<file path="src/design/rtc_pkg.sv">
// Shared types and constants for the RGBA to text cell classifier.
package rtc_pkg;

  // One primary/secondary pair: channel indexes and the colors it selects
  typedef struct packed {
    logic [1:0] pri_idx;
    logic [1:0] sec_idx;
    logic [3:0] fg_bright;
    logic [3:0] fg_dark;
    logic [3:0] bg_bright;
    logic [3:0] bg_dark;
  } pair_t;

  localparam int NUM_PAIRS = 9;

  // Pairs in decision order; the last matching one wins
  localparam pair_t PAIRS [NUM_PAIRS] = '{
    '{2'd0, 2'd0, 4'd12, 4'd4, 4'd14, 4'd6},
    '{2'd0, 2'd2, 4'd12, 4'd4, 4'd13, 4'd5},
    '{2'd0, 2'd1, 4'd12, 4'd4, 4'd11, 4'd3},
    '{2'd1, 2'd0, 4'd10, 4'd2, 4'd14, 4'd6},
    '{2'd1, 2'd1, 4'd10, 4'd2, 4'd11, 4'd3},
    '{2'd1, 2'd2, 4'd10, 4'd2, 4'd13, 4'd5},
    '{2'd2, 2'd2, 4'd9,  4'd1, 4'd13, 4'd5},
    '{2'd2, 2'd1, 4'd9,  4'd1, 4'd11, 4'd3},
    '{2'd2, 2'd0, 4'd9,  4'd1, 4'd14, 4'd6}
  };

  // Grey background codes
  localparam logic [3:0] COL_BLACK     = 4'd0;
  localparam logic [3:0] COL_DARK_GREY = 4'd8;
  localparam logic [3:0] COL_GREY      = 4'd7;
  localparam logic [3:0] COL_WHITE     = 4'd15;

  // Glyph codes
  localparam logic [2:0] GLYPH_SPACE   = 3'd0;
  localparam logic [2:0] GLYPH_QUARTER = 3'd1;
  localparam logic [2:0] GLYPH_HALF    = 3'd2;
  localparam logic [2:0] GLYPH_THREE_Q = 3'd3;
  localparam logic [2:0] GLYPH_SOLID   = 3'd4;

  // Shade thresholds on d = c1 - c2 + 255
  localparam logic [9:0] SHADE_T1 = 10'd102;
  localparam logic [9:0] SHADE_T2 = 10'd204;
  localparam logic [9:0] SHADE_T3 = 10'd306;
  localparam logic [9:0] SHADE_T4 = 10'd408;

  // Secondary deviation at or below this counts as grey
  localparam logic [8:0] GREY_DEV_MAX = 9'd7;

  // Brightness thresholds
  localparam logic [7:0] LIGHT_MIN  = 8'd128;
  localparam logic [7:0] GREY_T1    = 8'd64;
  localparam logic [7:0] GREY_T2    = 8'd128;
  localparam logic [7:0] GREY_T3    = 8'd192;
  localparam logic [7:0] OPAQUE_VAL = 8'd255;

endpackage

</file>
<file path="src/design/rgb_to_text_cell_classifier_top.sv">
// Throughput: one pixel per cycle while out_stall is low. Three register stages:
// minima and sums, absolute deviations, pair selection into the output register.
// Each stage advances when the next one is empty or moving, so bubbles close up.
// Reset (rst_n low, synchronous) clears all stage valid bits; data is not reset.
module rgb_to_text_cell_classifier_top (
  input  logic       clk,
  input  logic       rst_n,
  input  logic       in_valid,
  output logic       in_stall,
  input  logic [7:0] in_red,
  input  logic [7:0] in_green,
  input  logic [7:0] in_blue,
  input  logic [7:0] in_alpha,
  output logic       out_valid,
  input  logic       out_stall,
  output logic [7:0] out_attribute,
  output logic [2:0] out_glyph
);
  import rtc_pkg::*;

  // Stage valid bits and readiness
  logic s1_v_r, s2_v_r, out_v_r;
  logic out_ready, s2_ready, s1_ready;

  assign out_ready = !out_v_r || !out_stall;
  assign s2_ready  = !s2_v_r || out_ready;
  assign s1_ready  = !s1_v_r || s2_ready;
  assign in_stall  = !s1_ready;
  assign out_valid = out_v_r;

  // Stage 1 registers: channels, pairwise minima, sums
  logic [7:0] s1_p_r [3];
  logic [7:0] s1_s_r [3];
  logic [9:0] s1_sum_r, s1_sum2_r;
  logic       s1_opq_r;

  logic [7:0] p_in [3];
  logic [7:0] s_in [3];

  always_comb begin
    p_in[0] = in_red;
    p_in[1] = in_green;
    p_in[2] = in_blue;
    s_in[0] = (in_red   < in_green) ? in_red   : in_green;
    s_in[1] = (in_green < in_blue)  ? in_green : in_blue;
    s_in[2] = (in_blue  < in_red)   ? in_blue  : in_red;
  end

  always_ff @(posedge clk) begin
    if (!rst_n) begin
      s1_v_r <= 1'b0;
    end else if (s1_ready) begin
      s1_v_r <= in_valid;
    end
    if (s1_ready && in_valid) begin
      s1_p_r    <= p_in;
      s1_s_r    <= s_in;
      s1_sum_r  <= {2'b00, p_in[0]} + {2'b00, p_in[1]} + {2'b00, p_in[2]};
      s1_sum2_r <= {2'b00, s_in[0]} + {2'b00, s_in[1]} + {2'b00, s_in[2]};
      s1_opq_r  <= (in_alpha == OPAQUE_VAL);
    end
  end

  // Stage 2: absolute deviations 3*x - sum, range 0..510
  logic [7:0]  s2_p_r [3];
  logic [7:0]  s2_s_r [3];
  logic [8:0]  s2_pd_r [3];
  logic [8:0]  s2_sd_r [3];
  logic        s2_opq_r;
  logic [8:0]  pd_nxt [3];
  logic [8:0]  sd_nxt [3];
  logic [10:0] pdev, sdev;

  always_comb begin
    for (int k = 0; k < 3; k++) begin
      pdev = {3'b000, s1_p_r[k]} + {2'b00, s1_p_r[k], 1'b0} - {1'b0, s1_sum_r};
      sdev = {3'b000, s1_s_r[k]} + {2'b00, s1_s_r[k], 1'b0} - {1'b0, s1_sum2_r};
      pd_nxt[k] = pdev[10] ? 9'(-pdev) : pdev[8:0];
      sd_nxt[k] = sdev[10] ? 9'(-sdev) : sdev[8:0];
    end
  end

  always_ff @(posedge clk) begin
    if (!rst_n) begin
      s2_v_r <= 1'b0;
    end else if (s2_ready) begin
      s2_v_r <= s1_v_r;
    end
    if (s2_ready && s1_v_r) begin
      s2_p_r   <= s1_p_r;
      s2_s_r   <= s1_s_r;
      s2_pd_r  <= pd_nxt;
      s2_sd_r  <= sd_nxt;
      s2_opq_r <= s1_opq_r;
    end
  end

  // Stage 3: maxima, last matching pair, colors and shade
  logic [8:0] pmax, smax;
  logic [7:0] c1, c2;
  logic [1:0] pi, si;
  logic [3:0] fg, bg;
  logic [9:0] shade;
  logic [7:0] attr_nxt;
  logic [2:0] glyph_nxt;
  logic [7:0] out_attr_r;
  logic [2:0] out_glyph_r;

  always_comb begin
    pmax = 9'd0;
    smax = 9'd0;
    for (int k = 0; k < 3; k++) begin
      if (s2_pd_r[k] > pmax) pmax = s2_pd_r[k];
      if (s2_sd_r[k] > smax) smax = s2_sd_r[k];
    end
    attr_nxt  = 8'd0;
    glyph_nxt = GLYPH_SPACE;
    for (int k = 0; k < NUM_PAIRS; k++) begin
      pi = PAIRS[k].pri_idx;
      si = PAIRS[k].sec_idx;
      c1 = s2_p_r[pi];
      c2 = s2_s_r[si];
      fg = (c1 >= LIGHT_MIN) ? PAIRS[k].fg_bright : PAIRS[k].fg_dark;
      if (s2_sd_r[si] <= GREY_DEV_MAX) begin
        if (c2 < GREY_T1)      bg = COL_BLACK;
        else if (c2 < GREY_T2) bg = COL_DARK_GREY;
        else if (c2 < GREY_T3) bg = COL_GREY;
        else                   bg = COL_WHITE;
      end else begin
        bg = (c2 >= LIGHT_MIN) ? PAIRS[k].bg_bright : PAIRS[k].bg_dark;
      end
      shade = {2'b00, c1} + 10'd255 - {2'b00, c2};
      if (s2_pd_r[pi] == pmax && s2_sd_r[si] == smax && s2_opq_r) begin
        attr_nxt = {bg, fg};
        if (shade < SHADE_T1)      glyph_nxt = GLYPH_SPACE;
        else if (shade < SHADE_T2) glyph_nxt = GLYPH_QUARTER;
        else if (shade < SHADE_T3) glyph_nxt = GLYPH_HALF;
        else if (shade < SHADE_T4) glyph_nxt = GLYPH_THREE_Q;
        else                       glyph_nxt = GLYPH_SOLID;
      end
    end
  end

  always_ff @(posedge clk) begin
    if (!rst_n) begin
      out_v_r <= 1'b0;
    end else if (out_ready) begin
      out_v_r <= s2_v_r;
    end
    if (out_ready && s2_v_r) begin
      out_attr_r  <= attr_nxt;
      out_glyph_r <= glyph_nxt;
    end
  end

  assign out_attribute = out_attr_r;
  assign out_glyph     = out_glyph_r;

  // Input backpressure only when every stage holds a word
  a_stall_full: assert property (@(posedge clk) disable iff (!rst_n)
    in_stall |-> (s1_v_r && s2_v_r && out_v_r))
    else $error("input stalled with an empty stage");

  // An accepted word lands in stage 1
  a_accept_s1: assert property (@(posedge clk) disable iff (!rst_n)
    (in_valid && !in_stall) |=> s1_v_r)
    else $error("accepted word lost at stage 1");

  // A stalled stage 2 word is held for the output register
  a_s2_hold: assert property (@(posedge clk) disable iff (!rst_n)
    (s2_v_r && !s2_ready) |=> (s2_v_r && $stable(s2_pd_r[0]) && $stable(s2_sd_r[0])))
    else $error("stage 2 word changed while stalled");

  // Glyph code stays within the five shades
  a_glyph_range: assert property (@(posedge clk) disable iff (!rst_n)
    out_v_r |-> (out_glyph_r <= GLYPH_SOLID))
    else $error("glyph code out of range");

  // Pixels that are not fully opaque produce a blank cell
  a_blank: assert property (@(posedge clk) disable iff (!rst_n)
    (s2_v_r && !s2_opq_r && out_ready) |=> (out_attr_r == 8'd0 && out_glyph_r == GLYPH_SPACE))
    else $error("transparent pixel gave a non-blank cell");

endmodule

</file>
<file path="config.mk">
export PLATFORM = sky130hd
export DESIGN_NAME = rgb_to_text_cell_classifier_top
export DESIGN_NICKNAME = d
export VERILOG_FILES = /design/src/design/rtc_pkg.sv /design/src/design/rgb_to_text_cell_classifier_top.sv
export SDC_FILE = /design/constraint.sdc
export NUM_CORES = 1
export LEC_CHECK = 0
export ABC_AREA = 1
export BUFFER_PORTS_ARGS = -buffer_cell sky130_fd_sc_hd__buf_2
export CAP_MARGIN = 40
export CELL_PAD_IN_SITES_DETAIL_PLACEMENT = 0
export CELL_PAD_IN_SITES_GLOBAL_PLACEMENT = 2
export CORE_MARGIN = 4
export CORE_UTILIZATION = 35
export CTS_CLUSTER_SIZE = 10
export DETAILED_ROUTE_END_ITERATION = 12
export PLACE_DENSITY = 0.73
export SLEW_MARGIN = 0
export SYNTH_ARGS = -nofsm -noshare
export SYNTH_HDL_FRONTEND = slang
export SYNTH_SLANG_ARGS = --single-unit
</file>
<file path="constraint.sdc">
create_clock -name clk -period 6.1 [get_ports clk]
set_input_delay 0.61 -clock clk [delete_from_list [all_inputs] [get_ports clk]]
set_output_delay 0.61 -clock clk [all_outputs]
set_load 0.005 [all_outputs]
</file>
==> results.yml, run 1 <==
cells_and_area:
  layout-drive-gt1-share_pct: 7.43
  instances_no_fill: 3199
  num_antenna_cells: 0
  syn_to_final_growth_pct: 8.80
  final_area_um2: 21100
  nets: 2814
worst_setup_path:
  worst_ep_arrival_time_ns: 5.52
  timing.rr.end: "out_attribute[6]$_DFFE_PP_"
  critPathRequiredTime_ns: 6.34
  slowest_delay_ns: 0.48
  cp-start-kind: "flop"
  crit_type: "reg -> reg"
  reg2reg_depth: 33
  cp_slowest_cell: "edfxtp_1"
  critPathMaxFanout: 18
  r2r_slack_ns: 0.82
  r2r_start: "s2_pd_r[25]$_DFFE_PP_"
  critPathCaptureType: "flop"
  worst_path_most_repeated_cell: "nand2_1"
clock_tree:
  cts_setup_buffers: 0
  clk_pin_slew_worst_paths_ns: 0.08
  cts_hold_buf: 0
  worstSkewPairLatency_ns: 0.48
  numCtsBuffers: 17
  cts_resized: 0
  cts_sinks: 186
  clock_path_buffers: 2
  root_buffer: "clkbuf_16"
  htree_num_levels: 4
  cts_tree: "yes"
sta:
  rsz0062_at_grt: "no"
  finalHoldViolCount: 0
  worst_slew_pin_slew_ns: 0.896
  tns_ns: 0
  setup_viol: 0
  fin_crit_sh_pct: 86.6
  period_minus_slack_ns: 5.28
  slew_headroom_pct: 39.9
  fin_worst_skew_ns: 0.00942
  fmax_ghz: 0.189
  drv_slew: 0
  setup_slack_ns: 0.818
die:
  die_y_um: 243
  start_util_pct: 35.7
  die_x_um: 243
  core_area_um2: 54200
  die_area_um2: 59100
  fp-row-count: 85
  ios: 49
placement:
  hpwl_mm: 47.6
  placedCellCount: 3167
  port_buffers: 48
  place_area_um2: 20400
  dp_slack_ns: 0.745
  place_congestion: 0.856
power_and_ir_drop:
  power.density_nw_per_um2: 511
  peakVddDrop_mv: 0.292
  p_leak_nw: 10.7
  power_w: 0.0108
drt:
  ant_nets: 0
  viasPerCell: 4.86
  firstDrtPassIters: 5
  drt-total-wl_mm: 55.7
  wire_per_inst_um: 17.4
  vias: 15559
  dr.first_iter.drc_count: 1150
  drc: 0
synth:
  syn_area_um2: 19400
  synth_edf_count: 183
  ys_types: 55
  yosysSeqAreaShare_pct: 28.7
  synth_common_cells: "inv_1, nand2_1, ha_1"
  yosysMostFrequentCell: "inv_1"
  synth_area_leaders: "edfxtp_1, ha_1, inv_1"
  synthFlopType: "edfxtp_1"
  synth_top_area_cell: "edfxtp_1"
  synth_top_area_share_pct: 28.4
  async_flop_share_pct: 0
  synth_cells: 2431
  ys_warn_count: 0
  synth_nets: 2755
  ys_ff_latch: 186
  syn_avg_cell_area_um2: 7.96
min_path:
  hold_path_depth: 3
  hold_start: "in_valid"
  min_path_type: "in -> reg"
  min_to: "s1_v_r$_SDFFE_PN0N_"
run:
  maxCapViolations: 0
global_routing:
  grt_pass1_vias: 14983
  antenna_found_initial: 0
  grt_pass1_wl_mm: 86.8
  grt.overflow.total: 0
  grt_use_total_pct: 19.1
  grt_start_max_net_pins: 59
status:
  outcome: "finished, final reports clean"
[cell type report]
type | instances | area [um^2]
tap | 696 | 871
clock inverter | 15 | 198
fill | 5603 | 33200
sequential | 186 | 5560
clock buffer | 17 | 425
inverter | 513 | 1930
multi-input combinational | 1714 | 11800
timing repair buffer | 58 | 313
[registers in the layout, indices dropped and copies added (netlist names), 3 cells and up]
signal	count
c1	8
c2	8
out_attribute	8
out_glyph	3
s1_p_r	24
s1_s_r	24
s1_sum2_r	10
s1_sum_r	10
s2_p_r	16
s2_pd_r	27
s2_s_r	16
s2_sd_r	27
[worst max path at each step]
stage	startpoint	endpoint	slack (ns)	cells after the start
6_report	s2_pd_r[25]$_DFFE_PP_	out_attribute[6]$_DFFE_PP_	0.82	33
5_1_grt	s2_sd_r[22]$_DFFE_PP_	out_attribute[6]$_DFFE_PP_	0.21	34
4_1_cts	s2_sd_r[22]$_DFFE_PP_	out_attribute[7]$_DFFE_PP_	0.71	32
3_5_place_dp	s2_sd_r[25]$_DFFE_PP_	out_attribute[3]$_DFFE_PP_	0.75	33
3_3_place_gp	s2_sd_r[22]$_DFFE_PP_	out_attribute[7]$_DFFE_PP_	0.77	32
2_1_floorplan	out_stall	s1_opq_r$_DFFE_PP_	1.86	5
[cells by family after synthesis]
group,after synthesis,share of synthesized area [%]
flip-flops,186,28.7
AO/OA/AOI/OAI,314,9.41
buffers and inverters,531,10.6
XOR/XNOR,164,7.42
AND/OR/NAND/NOR,948,22.4
adder cells (fa/ha/maj),288,21.5
[per-layer routing]
metal	track usage [%]	part of all wire, %	vias up	wire length, um
met5	0	0	-	0
met4	4.62	1.5	0	857
met3	2.59	3.9	43	2160
met2	28.8	43	293	23900
met1	28.8	52	7177	28800
li1	-	-	8046	-
[cells in the final DEF, fill, tap and decap left out, types with 8 or more instances in the layout]
| cell | n |
|---|---|
| a21oi_1 | 122 |
| nor3_1 | 35 |
| nand4_1 | 31 |
| xor2_1 | 122 |
| edfxtp_1 | 183 |
| o21ai_0 | 88 |
| clkbuf_16 | 17 |
| buf_4 | 9 |
| nor2_1 | 117 |
| or2_2 | 13 |
| buf_2 | 49 |
| nand3_2 | 21 |
| inv_2 | 12 |
| inv_1 | 498 |
| nand3_1 | 172 |
| a21o_1 | 14 |
| nand3b_1 | 8 |
| a31oi_1 | 12 |
| ha_1 | 213 |
| nand2_2 | 21 |
| xnor2_1 | 42 |
| nand2_1 | 495 |
| o211ai_1 | 22 |
| fa_1 | 75 |
| o21bai_1 | 15 |
[stage by stage]
| step | hold slack (ns) | utilization, % |
|---|---|---|
| 3_3_place_gp | 0.440 | 37.6 |
| 4_1_cts | 0.318 | 38.8 |
| 5_1_grt | 0.368 | 38.8 |
| 2_1_floorplan | 0.400 | - |
| 6_report | 0.356 | 38.8 |
| 3_5_place_dp | 0.440 | 37.7 |
[where the power goes]
part | switching (W) | leakage [nW] | internal (W)
Clock | 0.000578 | 0.303 | 0.000596
Combinational | 0.00485 | 8.60 | 0.00249
Sequential | 0.000332 | 1.78 | 0.00191
[critical path, delay by kind of cell (launching register included)]
family	cells	cell delay [ns]
compound gates	4	0.63
buf+inv	5	0.61
flops	1	0.48
simple gates	22	2.73
fa+ha+maj	2	0.55
No activity file was read; power rests on OpenSTA's default activity.
==> run 2: changes to the inputs <==
Settings changed: CORE_ASPECT_RATIO set to 1.75.
==> run 2 against run 1 <==
Effect of this change:
- design area is 0.27% higher
- power is 0.84% higher
- fmax is 5.1% lower
- clock power hardly changed
- first-iteration DRC count is 30% lower
- sequential power hardly changed
- routed wire length is 11% higher
- flip-flop and latch count stayed put
- worst hold slack better by 0.015 ns
- worst setup slack worse by 0.28 ns
- die area is 0.25% higher
- non-clock buffer count is 10 higher
- critical path type unchanged
- critical endpoint is now out_glyph[2]$_DFFE_PP_
- largest cell class unchanged
- highest routed layer unchanged
==> results.yml, run 2 (synthesized netlist as in run 1, its figures left out) <==
clock_tree:
  cts_resized: 0
  clk_pin_slew_worst_paths_ns: 0.08
  root_buffer: "clkbuf_16"
  cts_hold_buf: 0
  cts_tree: "yes"
  clock_path_buffers: 2
  worstSkewPairLatency_ns: 0.47
  cts_sinks: 186
  htree_num_levels: 4
  numCtsBuffers: 17
global_routing:
  grt_pass1_wl_mm: 93.2
  grt_use_total_pct: 21.0
  grt_start_max_net_pins: 65
  grt.overflow.total: 0
  antenna_found_initial: 0
  grt_pass1_vias: 16075
worst_setup_path:
  worst_ep_arrival_time_ns: 5.79
  path_depth: 37
  cp_slowest_cell: "edfxtp_1"
  crit_type: "reg -> reg"
  critPathCaptureType: "flop"
  cp-start-kind: "flop"
  slowest_delay_ns: 0.47
  critPathRequiredTime_ns: 6.33
  worst_path_most_repeated_cell: "nand2_1"
  path_buf_inv: 5
  cpLargestDelayFamily: "simple AND/OR/NAND/NOR gates"
  reg2reg_depth: 37
  critPathMaxFanout: 18
  r2r_slack_ns: 0.54
sta:
  setup_viol: 0
  drv_slew: 0
  period_minus_slack_ns: 5.56
  hold_ws_ns: 0.372
  slew_headroom_pct: 37.9
  worst_slew_pin_slew_ns: 0.924
  fin_crit_sh_pct: 91.2
  fmax_ghz: 0.180
  fin_worst_skew_ns: 0.00916
  finalHoldViolCount: 0
power_and_ir_drop:
  p_leak_nw: 10.7
  peakVddDrop_mv: 0.695
  power.density_nw_per_um2: 513
  power_w: 0.0108
placement:
  placedCellCount: 3166
  place_area_um2: 20500
  port_buffers: 48
  place_congestion: 0.933
  hpwl_mm: 53.6
cells_and_area:
  final_cell_mix: "inv_1, nand2_1, ha_1, edfxtp_1, nand3_1"
  final_area_um2: 21100
  instances_no_fill: 3203
  layout-drive-gt1-share_pct: 7.84
  layout_commonest_cell: "inv_1"
  post-route-util_pct: 38.7
  top_regs: "s2_pd_r: 27 flops, s2_sd_r: 27 flops"
  nets: 2824
  syn_to_final_growth_pct: 9.10
  num_antenna_cells: 0
  fillers: 5710
die:
  core_area_um2: 54600
  ios: 49
  die_x_um: 186
  die_y_um: 319
  fp-row-count: 113
  start_util_pct: 35.5
  die_area_um2: 59300
drt:
  vias: 15804
  drc: 0
  drt-total-wl_mm: 61.7
  firstDrtPassIters: 7
  viasPerCell: 4.93
  dr.first_iter.drc_count: 803
  wire_per_inst_um: 19.3
  ant_nets: 0
status:
  outcome: "finished, final reports clean"
min_path:
  hold_path_depth: 3
  min_path_type: "in -> reg"
run:
  maxCapViolations: 0
[run 2: changes by cell type in the layout (fill, tap and decap cells not counted), sizes merged]
cell / before / now
clkinv: 9 / 8
buf: 58 / 68
clkinvlp: 0 / 1
[run 2: path summary, 6_finish.rpt]
| kind | startpoint | endpoint |
|---|---|---|
| min reg2reg | s1_opq_r$_DFFE_PP_ | s2_opq_r$_DFFE_PP_ |
| min | in_valid | s1_v_r$_SDFFE_PN0N_ |
| max | s2_pd_r[13]$_DFFE_PP_ | out_glyph[2]$_DFFE_PP_ |
| max reg2reg | s2_pd_r[13]$_DFFE_PP_ | out_glyph[2]$_DFFE_PP_ |
[run 2: cell type report]
type	count	area, um^2	share of cell area, %
Multi-Input combinational cell	1714	11800	55.7
Sequential cell	186	5560	26.3
Inverter	513	1930	9.14
Tap cell	690	863	4.09
Clock buffer	17	425	2.01
Timing Repair Buffer	68	408	1.93
Clock inverter	15	173	0.818
[run 2: worst register-to-register path, delay by kind of cell (launching register included)]
| kind | cells | cell delay (ns) |
|---|---|---|
| simple gates | 29 | 3.50 |
| fa+ha+maj | 2 | 0.63 |
| buf+inv | 5 | 0.56 |
| flops | 1 | 0.47 |
| compound gates | 1 | 0.21 |
[run 2: power by group]
part | internal (W) | switching, W
clock network | 0.000585 | 0.000573
logic | 0.00252 | 0.00495
registers | 0.00190 | 0.000312
total | 0.00501 | 0.00583
[run 2: repair_timing]
action,4_1_cts,5_1_grt
hold endpoints to repair,0,0
buffers inserted,0,5
setup endpoints to repair,0,2
[run 2: metal layers]
metal  GRT usage (%)  wire length (um)  vias to the layer above
met5               0                 0                        -
met3            1.98              1270                      107
met4            11.1              3760                        0
met1            22.3             23400                     7371
met2            40.1             33300                      277
li1                -                 -                     8049
[run 2: per-stage QoR]
step,setup slack (ns),TNS (ns)
2_1_floorplan,1.86,0
3_3_place_gp,0.545,0
3_5_place_dp,0.507,0
4_1_cts,0.512,0
5_1_grt,-0.0208,-0.0295
6_report,0.535,0
